### config.mk
export PLATFORM = sky130hd
export DESIGN_NAME = encoder_angle_tracker_flat
export DESIGN_NICKNAME = d
export VERILOG_FILES = /design/src/rtl/eat_pkg.sv /design/src/rtl/eat_if.sv /design/src/rtl/eat_debounce.sv /design/src/rtl/eat_angle.sv /design/src/rtl/encoder_angle_tracker.sv /design/src/flat_wrapper.sv
export SDC_FILE = /design/constraint.sdc
export NUM_CORES = 1
export LEC_CHECK = 0
export BUFFER_PORTS_ARGS = -buffer_cell sky130_fd_sc_hd__buf_4
export CAP_MARGIN = 20
export CORE_MARGIN = 3
export CORE_UTILIZATION = 54
export CTS_CLUSTER_SIZE = 16
export DETAILED_ROUTE_END_ITERATION = 12
export GPL_ROUTABILITY_DRIVEN = 0
export HOLD_SLACK_MARGIN = 0.1
export PLACE_DENSITY = 0.76
export REMOVE_ABC_BUFFERS = 1
export SYNTH_ARGS = -nofsm -noshare
export SYNTH_HDL_FRONTEND = slang
export SYNTH_SLANG_ARGS = --single-unit
export TNS_END_PERCENT = 20
### constraint.sdc
create_clock -name clock -period 13.2 [get_ports clock]
set_clock_uncertainty 0.1 [all_clocks]
set_input_delay 0.66 -clock clock [delete_from_list [all_inputs] [get_ports clock]]
set_output_delay 0.66 -clock clock [all_outputs]
set_load 0.005 [all_outputs]
### src/rtl/eat_pkg.sv
// Shared types and constants of the encoder angle tracker.
package eat_pkg;

   localparam int COUNTER_BITS = 16;
   localparam int ANGLE_W      = 16;
   localparam int TIME_W       = 32;
   localparam int MOD_W        = 17;
   localparam int CSR_DATA_W   = 17;
   localparam int CSR_INDEX_W  = 2;
   localparam int DELTA_W      = ((COUNTER_BITS > MOD_W) ? COUNTER_BITS : MOD_W) + 2;
   localparam int PROD_W       = DELTA_W + ANGLE_W + 1;
   localparam int SUM_W        = PROD_W + 1;

   typedef enum logic [CSR_INDEX_W-1:0] {
      CSR_DEBOUNCE_WINDOW = 2'd0,
      CSR_COUNTER_MODULUS = 2'd1,
      CSR_ANGLE_STEP      = 2'd2,
      CSR_ANGLE_MAX       = 2'd3
   } csr_index_type;

   localparam logic [15:0]        DEBOUNCE_RESET = 16'd50;
   localparam logic [MOD_W-1:0]   MODULUS_RESET  = 17'd40;
   localparam logic [ANGLE_W-1:0] STEP_RESET     = 16'd2304;
   localparam logic [ANGLE_W-1:0] MAX_RESET      = 16'd46080;
   localparam logic [ANGLE_W-1:0] ANGLE_RESET    = 16'd23040;

   typedef struct packed {
      logic [15:0]        debounce_window_ms;
      logic [MOD_W-1:0]   counter_modulus;
      logic [ANGLE_W-1:0] angle_step;
      logic [ANGLE_W-1:0] angle_max;
   } cfg_type;

   typedef struct packed {
      logic enabled;
      logic toggled;
   } mode_type;

endpackage

### src/rtl/eat_if.sv
// Request and response channel interfaces of the encoder angle tracker.
interface eat_req_if;
   logic        valid;
   logic        ready;
   logic [31:0] now_ms;
   logic        button_level;
   logic [15:0] counter_value;

   modport source (output valid, output now_ms, output button_level,
                   output counter_value, input ready);
   modport sink (input valid, input now_ms, input button_level,
                 input counter_value, output ready);
endinterface

interface eat_rsp_if;
   logic        valid;
   logic        ready;
   logic [15:0] angle;
   logic        enabled;
   logic        mode_toggled;

   modport source (output valid, output angle, output enabled,
                   output mode_toggled, input ready);
   modport sink (input valid, input angle, input enabled,
                 input mode_toggled, output ready);
endinterface

### src/rtl/eat_debounce.sv
// Button debouncer and enable-mode toggle.
module eat_debounce (
   input  logic                      clock,
   input  logic                      reset,
   input  logic                      step,
   input  logic [eat_pkg::TIME_W-1:0] now_ms,
   input  logic                      button_level,
   input  logic [15:0]               debounce_window_ms,
   output eat_pkg::mode_type         mode
);
   import eat_pkg::*;

   logic              raw_last_ff, raw_last_in;
   logic              debounced_ff, debounced_in;
   logic [TIME_W-1:0] change_time_ff, change_time_in;
   logic              enabled_ff, enabled_in;
   logic [TIME_W-1:0] elapsed;
   logic              accept_level;

   always_comb begin
      raw_last_in    = button_level;
      change_time_in = (button_level != raw_last_ff) ? now_ms : change_time_ff;
      elapsed        = now_ms - change_time_in;
      accept_level   = (elapsed >= {16'd0, debounce_window_ms}) &&
                       (button_level != debounced_ff);
      debounced_in   = accept_level ? button_level : debounced_ff;
      mode.toggled   = accept_level && !button_level;
      enabled_in     = enabled_ff ^ mode.toggled;
      mode.enabled   = enabled_in;
   end

   always_ff @(posedge clock) begin
      if (reset) begin
         raw_last_ff    <= 1'b1;
         debounced_ff   <= 1'b1;
         change_time_ff <= '0;
         enabled_ff     <= 1'b0;
      end else if (step) begin
         raw_last_ff    <= raw_last_in;
         debounced_ff   <= debounced_in;
         change_time_ff <= change_time_in;
         enabled_ff     <= enabled_in;
      end
   end

endmodule

### src/rtl/eat_angle.sv
// Encoder delta wrap, scaling and clamped angle accumulation.
module eat_angle (
   input  logic                             clock,
   input  logic                             reset,
   input  logic                             step,
   input  eat_pkg::mode_type                mode,
   input  logic [eat_pkg::COUNTER_BITS-1:0] counter_value,
   input  eat_pkg::cfg_type                 cfg,
   output logic [eat_pkg::ANGLE_W-1:0]      angle_next
);
   import eat_pkg::*;

   logic [COUNTER_BITS-1:0] last_count_ff, last_count_in;
   logic [ANGLE_W-1:0]      angle_ff, angle_in;
   logic signed [DELTA_W-1:0] delta_raw, delta, half, modulus;
   logic signed [PROD_W-1:0]  product;
   logic signed [SUM_W-1:0]   sum;

   always_comb begin
      modulus   = $signed(DELTA_W'(cfg.counter_modulus));
      half      = $signed(DELTA_W'(cfg.counter_modulus >> 1));
      delta_raw = $signed(DELTA_W'(counter_value)) - $signed(DELTA_W'(last_count_ff));
      // The two corrections are exclusive, so one of them at most applies.
      if (delta_raw > half) begin
         delta = delta_raw - modulus;
      end else if (delta_raw < -half) begin
         delta = delta_raw + modulus;
      end else begin
         delta = delta_raw;
      end
      product = PROD_W'(delta * $signed({1'b0, cfg.angle_step}));
      sum     = SUM_W'(product) + $signed(SUM_W'(angle_ff));

      if (mode.enabled) begin
         last_count_in = counter_value;
         if (sum < 0) begin
            angle_in = '0;
         end else if (sum > $signed(SUM_W'(cfg.angle_max))) begin
            angle_in = cfg.angle_max;
         end else begin
            angle_in = sum[ANGLE_W-1:0];
         end
      end else begin
         last_count_in = last_count_ff;
         angle_in      = angle_ff;
      end
      angle_next = angle_in;
   end

   always_ff @(posedge clock) begin
      if (reset) begin
         last_count_ff <= '0;
         angle_ff      <= ANGLE_RESET;
      end else if (step) begin
         last_count_ff <= last_count_in;
         angle_ff      <= angle_in;
      end
   end

endmodule

### src/rtl/encoder_angle_tracker.sv
// Top level of the encoder angle tracker: input stage, update logic and result stage.
//
// Usage: each request on req_bus carries a millisecond time stamp, the raw
// push-button level and the encoder counter reading. Every request yields
// exactly one response on rsp_bus with the accumulated angle (1/256 degree),
// the current enable mode and a flag that is high when this request toggled
// the mode through a debounced button press.
// On acceptance the request is captured in an input register, then the
// debounce and angle update run in one combinational pass into the
// response register, which drives response valid.
// Throughput is one request per clock cycle unless the receiver stalls;
// the state update (delta wrap, one 19 by 17 bit multiply, clamp) is combinational.
// When the receiver stalls, the response register holds its value and the
// input register fills; req_bus.ready falls only when both are occupied.
// Synchronous reset empties both stages, restores the register defaults
// (window 50 ms, modulus 40, step 2304, max 46080) and sets the angle to
// 90 degrees with the mode disabled.
// Configuration writes on csr_we take effect on the next processed request
// and are expected only while the block holds no request.
module encoder_angle_tracker (
   input  logic                            clock,
   input  logic                            reset,
   eat_req_if.sink                         req_bus,
   eat_rsp_if.source                       rsp_bus,
   input  logic                            csr_we,
   input  logic [eat_pkg::CSR_INDEX_W-1:0] csr_index,
   input  logic [eat_pkg::CSR_DATA_W-1:0]  csr_wdata
);
   import eat_pkg::*;

   cfg_type cfg_ff;

   // Input stage.
   logic                    in_valid_ff;
   logic [TIME_W-1:0]       in_now_ff;
   logic                    in_level_ff;
   logic [COUNTER_BITS-1:0] in_count_ff;

   // Response stage.
   logic               out_valid_ff;
   logic [ANGLE_W-1:0] out_angle_ff;
   logic               out_enabled_ff;
   logic               out_toggled_ff;

   logic               advance;
   logic               step;
   mode_type           mode;
   logic [ANGLE_W-1:0] angle_next;

   // The whole pipe moves when the response slot is free or being taken.
   assign advance       = !out_valid_ff || rsp_bus.ready;
   assign step          = advance && in_valid_ff;
   assign req_bus.ready = !in_valid_ff || advance;

   always_ff @(posedge clock) begin
      if (reset) begin
         cfg_ff.debounce_window_ms <= DEBOUNCE_RESET;
         cfg_ff.counter_modulus    <= MODULUS_RESET;
         cfg_ff.angle_step         <= STEP_RESET;
         cfg_ff.angle_max          <= MAX_RESET;
      end else if (csr_we) begin
         case (csr_index_type'(csr_index))
            CSR_DEBOUNCE_WINDOW: cfg_ff.debounce_window_ms <= csr_wdata[15:0];
            CSR_COUNTER_MODULUS: cfg_ff.counter_modulus    <= csr_wdata;
            CSR_ANGLE_STEP:      cfg_ff.angle_step         <= csr_wdata[15:0];
            CSR_ANGLE_MAX:       cfg_ff.angle_max          <= csr_wdata[15:0];
            default: ;
         endcase
      end
   end

   always_ff @(posedge clock) begin
      if (reset) begin
         in_valid_ff <= 1'b0;
      end else if (req_bus.ready) begin
         in_valid_ff <= req_bus.valid;
      end
   end

   always_ff @(posedge clock) begin
      if (req_bus.ready && req_bus.valid) begin
         in_now_ff   <= req_bus.now_ms;
         in_level_ff <= req_bus.button_level;
         in_count_ff <= COUNTER_BITS'(req_bus.counter_value);
      end
   end

   eat_debounce u_debounce (
      .clock              (clock),
      .reset              (reset),
      .step               (step),
      .now_ms             (in_now_ff),
      .button_level       (in_level_ff),
      .debounce_window_ms (cfg_ff.debounce_window_ms),
      .mode               (mode)
   );

   eat_angle u_angle (
      .clock         (clock),
      .reset         (reset),
      .step          (step),
      .mode          (mode),
      .counter_value (in_count_ff),
      .cfg           (cfg_ff),
      .angle_next    (angle_next)
   );

   always_ff @(posedge clock) begin
      if (reset) begin
         out_valid_ff <= 1'b0;
      end else if (advance) begin
         out_valid_ff <= in_valid_ff;
      end
   end

   always_ff @(posedge clock) begin
      if (step) begin
         out_angle_ff   <= angle_next;
         out_enabled_ff <= mode.enabled;
         out_toggled_ff <= mode.toggled;
      end
   end

   assign rsp_bus.valid        = out_valid_ff;
   assign rsp_bus.angle        = out_angle_ff;
   assign rsp_bus.enabled      = out_enabled_ff;
   assign rsp_bus.mode_toggled = out_toggled_ff;

endmodule

### src/flat_wrapper.sv
// flat-port wrapper written by rule: the top's interface ports become plain ports
module encoder_angle_tracker_flat import eat_pkg::*;
  (clock, reset, csr_we, csr_index, csr_wdata, req_bus_valid, req_bus_now_ms, req_bus_button_level, req_bus_counter_value, req_bus_ready, rsp_bus_valid, rsp_bus_angle, rsp_bus_enabled, rsp_bus_mode_toggled, rsp_bus_ready);
  eat_req_if req_bus_i ();
  eat_rsp_if rsp_bus_i ();
  input  logic clock;
  input  logic reset;
  input  logic csr_we;
  input  logic [eat_pkg::CSR_INDEX_W-1:0] csr_index;
  input  logic [eat_pkg::CSR_DATA_W-1:0] csr_wdata;
  input wire logic [$bits(req_bus_i.valid)-1:0] req_bus_valid;
  input wire logic [$bits(req_bus_i.now_ms)-1:0] req_bus_now_ms;
  input wire logic [$bits(req_bus_i.button_level)-1:0] req_bus_button_level;
  input wire logic [$bits(req_bus_i.counter_value)-1:0] req_bus_counter_value;
  output wire logic [$bits(req_bus_i.ready)-1:0] req_bus_ready;
  output wire logic [$bits(rsp_bus_i.valid)-1:0] rsp_bus_valid;
  output wire logic [$bits(rsp_bus_i.angle)-1:0] rsp_bus_angle;
  output wire logic [$bits(rsp_bus_i.enabled)-1:0] rsp_bus_enabled;
  output wire logic [$bits(rsp_bus_i.mode_toggled)-1:0] rsp_bus_mode_toggled;
  input wire logic [$bits(rsp_bus_i.ready)-1:0] rsp_bus_ready;
  assign req_bus_i.valid = req_bus_valid;
  assign req_bus_i.now_ms = req_bus_now_ms;
  assign req_bus_i.button_level = req_bus_button_level;
  assign req_bus_i.counter_value = req_bus_counter_value;
  assign req_bus_ready = req_bus_i.ready;
  assign rsp_bus_valid = rsp_bus_i.valid;
  assign rsp_bus_angle = rsp_bus_i.angle;
  assign rsp_bus_enabled = rsp_bus_i.enabled;
  assign rsp_bus_mode_toggled = rsp_bus_i.mode_toggled;
  assign rsp_bus_i.ready = rsp_bus_ready;
  encoder_angle_tracker u_core (.clock(clock), .reset(reset), .req_bus(req_bus_i), .rsp_bus(rsp_bus_i), .csr_we(csr_we), .csr_index(csr_index), .csr_wdata(csr_wdata));
endmodule
---- After elaboration in Yosys (flattened, before gate mapping) ----
Cells that the tools add are included.
word-level totals
  input bits .............................. 73
  flip-flop bits (word level) ............. 201
operators by class
  bitwise logic cells ..................... 1
  reductions and logical operators ........ 16
  mux-type cells .......................... 6
  eq/ne operators ......................... 5
  $add $sub $neg .......................... 6
  multipliers ............................. 1
  order comparisons ....................... 5
operator list
  kind                                                                    number
  16-bit two-way mux                                                      3
  19-bit two-way mux                                                      2
  36-bit by 17-bit adder with 37-bit output                               1
  37-bit by 17-bit > comparator with 1-bit output                         1
  37-bit by 1-bit < comparator with 1-bit output (second input constant)  1
  19-bit by 17-bit multiplier with 36-bit output                          1
  32-bit by 16-bit greater-or-equal comparator with 1-bit output          1
  32-bit two-way mux                                                      1
  32-bit subtractor                                                       1
  17-bit by 18-bit adder with 19-bit output                               1
  17-bit by 19-bit < comparator with 1-bit output                         1
  16-bit negator with 19-bit output                                       1
  17-bit by 18-bit subtractor with 19-bit output                          1
  17-bit > comparator                                                     1
  16-bit by 16-bit subtractor with 17-bit output                          1
  2-bit AND reduction                                                     6
  2-bit equality test (second input constant)                             2
  1-bit logical AND                                                       4
  1-bit zero test                                                         3
  2-bit by 1-bit equality test with 1-bit output (second input constant)  1
  2-bit zero test                                                         1
  1-bit logical OR                                                        2
  1-bit inequality test                                                   2
  1-bit bitwise XOR                                                       1

---- Logic depth before layout (Yosys ltp) ----
  word-level depth ........................ 10
  gate-level depth with buffers ........... 54
  depth with buffers taken out ............ 51

---- By module ----
A second synthesis with hierarchy kept.
unflattened totals
  cells, all modules ...................... 3317
  area total of the unflattened synthesis .. 28559.9 sq um
modules (own cells, without submodules)
  module                 times used  area an instance (sq um)  seq. area each (sq um)  cells each
  eat_angle              1           19602.6                   640.6                   2394
  encoder_angle_tracker  1           4729.5                    3353.2                  324
  eat_debounce           1           4227.8                    700.7                   599

---- Worst setup path after synthesis ----
OpenSTA, ideal clock, no wires.
  path type ............................... reg2reg
  start ................................... register u_core.u_angle.last_count_ff[1]
  end ..................................... register u_core.out_angle_ff[15] (netlist: u_core.rsp_bus.angle[15]) (data pin)
  arrival time ............................ 11.490 ns
  required time ........................... 12.832 ns
  cell stages (with the launch flop) ...... 50
  path slack .............................. 1.342 ns
  setup time .............................. 0.268 ns
  cells stage by stage .................... dfxtp_1 > inv_1 > ha_1 > nor2b_1 > o21ai_0 > a21boi_0 > o41ai_1 > o31ai_1 > o41ai_1 > o21ai_0 > a21oi_1 > xnor2_1 > clkbuf_1 > ha_1 > nand4_1 > nor3_1 > a41oi_1 > o21ai_1 > (+14 left out) > inv_1 > ha_1 > and3_1 > nand2_1 > o21ai_0 > xor2_1 > ha_1 > or3_1 > a221oi_1 > a21oi_1 > a21oi_1 > nand4_1 > nor4_1 > and4_1 > buf_2 > nand2_1 > a31oi_1 > mux2i_1
between the ends
  longest elaborated chain between the ends .. 10
  elaborated cells between the ends (all ways) .. 14
ends and longest elaborated chain
  item                                                                                                                 line                              RTL
  start: declaration                                                                                                   eat_angle.sv:13                   logic [COUNTER_BITS-1:0] last_count_ff, last_count_in;
  start signal: assignment                                                                                             eat_angle.sv:55                   last_count_ff <= last_count_in;
  16-bit by 16-bit subtractor with 17-bit output (*)                                                                   eat_angle.sv:22                   delta_raw = $signed(DELTA_W'(counter_value)) - $signed(DELTA_W'(last_count_ff));
  17-bit by 18-bit adder with 19-bit output / 17-bit by 19-bit < comparator with 1-bit output (equally long branches)  eat_angle.sv:27, eat_angle.sv:26
  19-bit two-way mux                                                                                                   eat_angle.sv:26                   end else if (delta_raw < -half) begin
  19-bit two-way mux (*)                                                                                               eat_angle.sv:24                   if (delta_raw > half) begin
  19-bit by 17-bit multiplier with 36-bit output (*)                                                                   eat_angle.sv:31                   product = PROD_W'(delta * $signed({1'b0, cfg.angle_step}));
  36-bit by 17-bit adder with 37-bit output (*)                                                                        eat_angle.sv:32                   sum = SUM_W'(product) + $signed(SUM_W'(angle_ff));
  37-bit by 17-bit > comparator with 1-bit output                                                                      eat_angle.sv:38                   end else if (sum > $signed(SUM_W'(cfg.angle_max))) begin
  16-bit two-way mux                                                                                                   eat_angle.sv:38
  16-bit two-way mux (*)                                                                                               eat_angle.sv:36                   if (sum < 0) begin
  16-bit two-way mux (*)                                                                                               eat_angle.sv:34                   if (mode.enabled) begin
  net u_core.angle_next[15]                                                                                            encoder_angle_tracker.sv:48       logic [ANGLE_W-1:0] angle_next;
  end signal: assignment                                                                                               encoder_angle_tracker.sv:118      out_angle_ff <= angle_next;
  end: declaration                                                                                                     encoder_angle_tracker.sv:41       logic [ANGLE_W-1:0] out_angle_ff;
The timed path passes the listed nets; every way through them passes the cells marked *.
A chain may end at the register's enable or synchronous reset.

---- Worst setup path after layout ----
  start ................................... register u_core.in_count_ff[0]
  end ..................................... register u_core.out_angle_ff[5] (netlist: u_core.rsp_bus.angle[5]) (data pin)
between the ends
  longest elaborated chain between the ends .. 10
  elaborated cells between the ends (all ways) .. 14
ends and longest elaborated chain
  item                                                                                                                 line                              RTL
  start: declaration                                                                                                   encoder_angle_tracker.sv:37       logic [COUNTER_BITS-1:0] in_count_ff;
  start signal: assignment                                                                                             encoder_angle_tracker.sv:84       in_count_ff <= COUNTER_BITS'(req_bus.counter_value);
  16-bit by 16-bit subtractor with 17-bit output (*)                                                                   eat_angle.sv:22
  17-bit by 18-bit adder with 19-bit output / 17-bit by 19-bit < comparator with 1-bit output (equally long branches)  eat_angle.sv:27, eat_angle.sv:26
  19-bit two-way mux                                                                                                   eat_angle.sv:26
  19-bit two-way mux (*)                                                                                               eat_angle.sv:24
  19-bit by 17-bit multiplier with 36-bit output (*)                                                                   eat_angle.sv:31
  36-bit by 17-bit adder with 37-bit output (*)                                                                        eat_angle.sv:32
  37-bit by 17-bit > comparator with 1-bit output                                                                      eat_angle.sv:38
  16-bit two-way mux                                                                                                   eat_angle.sv:38
  16-bit two-way mux (*)                                                                                               eat_angle.sv:36
  16-bit two-way mux (*)                                                                                               eat_angle.sv:34
  net u_core.angle_next[5]                                                                                             encoder_angle_tracker.sv:48
Marks and branches as above.

==> results.txt <==
H-tree Lvls: 1
Initial DRC Count: 1,982
Cts bufs inserted: 23
Count leader, synth: inv_1
Met3 global-route usage: 0.0478
Finish-stage setup viols: 0
Cts hold-fix bufs: 0
Area contributors post-synth: fa_1 24%, ha_1 12%, dfxtp_1 9.7%
Crit path required time: 13.35 ns
Status: complete, no violations
Die height: 232 µm
Crit path kind: reg2reg
Boundary Pins: 93
Synth Cell Area: 27,500 µm²
Synth top cells by count: 535 x inv_1, 351 x nand2_1, 330 x fa_1
Rows: 82
Hpwl dp: 59,600 µm
Critical path's slowest cell: o311ai_2
RSZ-0062 raised after global routing: false
Max-cap viol count: 0
Final-report hold violation count: 0
Post-synthesis average cell area: 8.53 µm²
Top-area cell type share of the netlist area: 0.240
CTS max path bufs: 3
Post-Synthesis Cells: 3,230
Vias in the first global route: 22,700
GRT Util Overall: 0.282
Slowest Stage Delay on Critical Path: 0.88 ns
Core Area: 50,300 µm²
Routed via count: 23,200
Largest net degree at the start of global routing: 88
Ys Warns: 0
CTS Root Cell: clkbuf_16
Slew HR: 0.226
Initial Util: 0.548
Die area: 53,700 µm²
Post-layout nets: 3,942
Cell variety after synth: 89
Routed Antenna Nets: 0
Sinks on Clock Net: 201
Gr busiest metal: met2
Clock slew seen by the registers of the worst setup and hold paths: 0.06 ns
First-pass GRT wire length: 121,000 µm
Max Slew Vio Count: 0
Via density: 5.84
Drc violations: 0
CP endpoint kind: flip-flop
Worst skew pair latency: 0.54 ns
Area Overhead vs Synth: 8.79%
Share of the yosys chip area belonging to registers: 0.170
Setup_tns: 0 ns
M1 GR Usage: 0.377
Element type at the critical path start: flip-flop
Initial DRT Pass Iterations: 5
Critical Path AT: 12.67 ns
CP delay by family, top: adder cells
GR Overflow Total: 0
Buf/Inv on CP: 8
Routed WL: 75,300 µm
CTS tree: built
Synth async-reset ratio: 0
Grt met2 use: 0.459
CP most frequent cell: fa_1
Port bufs: 92
Fin crit period: 12.52 ns
Slew at the pin with the worst max-slew slack: 1.15 ns
Crit-path max FO: 17
Initial antenna violation count: 0
Largest area contributor in the netlist: fa_1
Die X: 232 µm
Peak Freq: 0.0798 GHz
Fill cell count: 4,353
Post-synth EDFFs: 67
Ys flop type: dfxtp_1
Post-route clock period utilization: 0.949
Drt wl/cell: 19.0 µm
Min-delay worst type: in2reg
Register bit total from synthesis: 201
Share of post-route cells with drive strength above 1: 0.0804
Ant. Diodes: 0
[layout by cell type, fill, tap and decap left out, types with 55 or more instances in the layout]
cell	count
o21ai_0	88
xnor2_1	55
fa_1	330
inv_1	535
nor2_1	172
a211oi_1	57
dfxtp_1	134
ha_1	260
edfxtp_1	67
nand2_1	351
a21oi_1	191
buf_4	170
nand3_1	76
and2_1	107
[path summary, 6_finish.rpt]
| path | to | from | slack (ns) | cells past startpoint |
|---|---|---|---|---|
| max | u_core.rsp_bus.angle[5] | u_core.in_count_ff[0] | 0.68 | 42 |
| min | u_core.in_count_ff[6] | req_bus_counter_value[6] | 0.19 | 1 |
| max reg2reg | u_core.rsp_bus.angle[5] | u_core.in_count_ff[0] | 0.68 | 42 |
| min reg2reg | u_core.u_angle.angle_ff[13] | u_core.u_angle.angle_ff[13] | 0.35 | 2 |
[metal layers]
metal | vias to the layer above | wire length, µm
met4 | 0 | 3340
met5 | - | 0
met3 | 184 | 6230
met1 | 11200 | 31300
met2 | 944 | 34400
li1 | 10800 | -
[registers in the layout, summed over array words and instances, names as in the netlist, 16 cells and up]
register / flops
u_core.in_now_ff: 32
u_core.rsp_bus.angle: 16
u_core.u_angle.last_count_ff: 16
u_core.in_count_ff: 16
u_core.cfg_ff: 65
u_core.u_angle.angle_ff: 16
u_core.u_debounce.change_time_ff: 32
[cells by family (layout without fill, tap and decap cells)]
kind of cell             after synthesis  in the layout  synth area share
XOR/XNOR                              87             87            0.0284
AO/OA/AOI/OAI                        606            606             0.147
AND/OR/NAND/NOR                      997            997             0.176
multiplexers                          65             65            0.0241
adder cells (fa/ha/maj)              590            590             0.358
flip-flops                           201            201             0.170
buffers and inverters                684            750            0.0954
[per-stage QoR]
step	worst slack [ns]	instance area (µm²)	instances	hold WS [ns]	util
after CTS	0.306	29800	3963	0.167	0.593
after global placement	0.703	29100	3921	0.341	0.578
final	0.676	30000	3968	0.189	0.596
after floorplan	0.368	26900	3083	0.330	-
after global routing	0.0166	30000	3968	0.170	0.596
after detailed placement	0.422	29100	3921	0.346	0.578
[what timing repair did]
item                                    in CTS  in global routing
setup buffers                                0                  4
endpoints found under the setup margin       0                 32
gates resized for setup                      0                 15
hold endpoints to repair                     0                  0
[layout make-up]
type	instances	area, µm²	area share
clock inverters	11	111	0.00372
inverters	537	2020	0.0673
clock buffers	31	658	0.0220
multi-input cells	2345	20300	0.679
flip-flops and latches	201	4690	0.157
repair buffers	171	1300	0.0433
well taps	672	841	0.0281
Power is not shown: default switching activity piles up to over one toggle a cycle in this logic, so the estimate is an artifact.
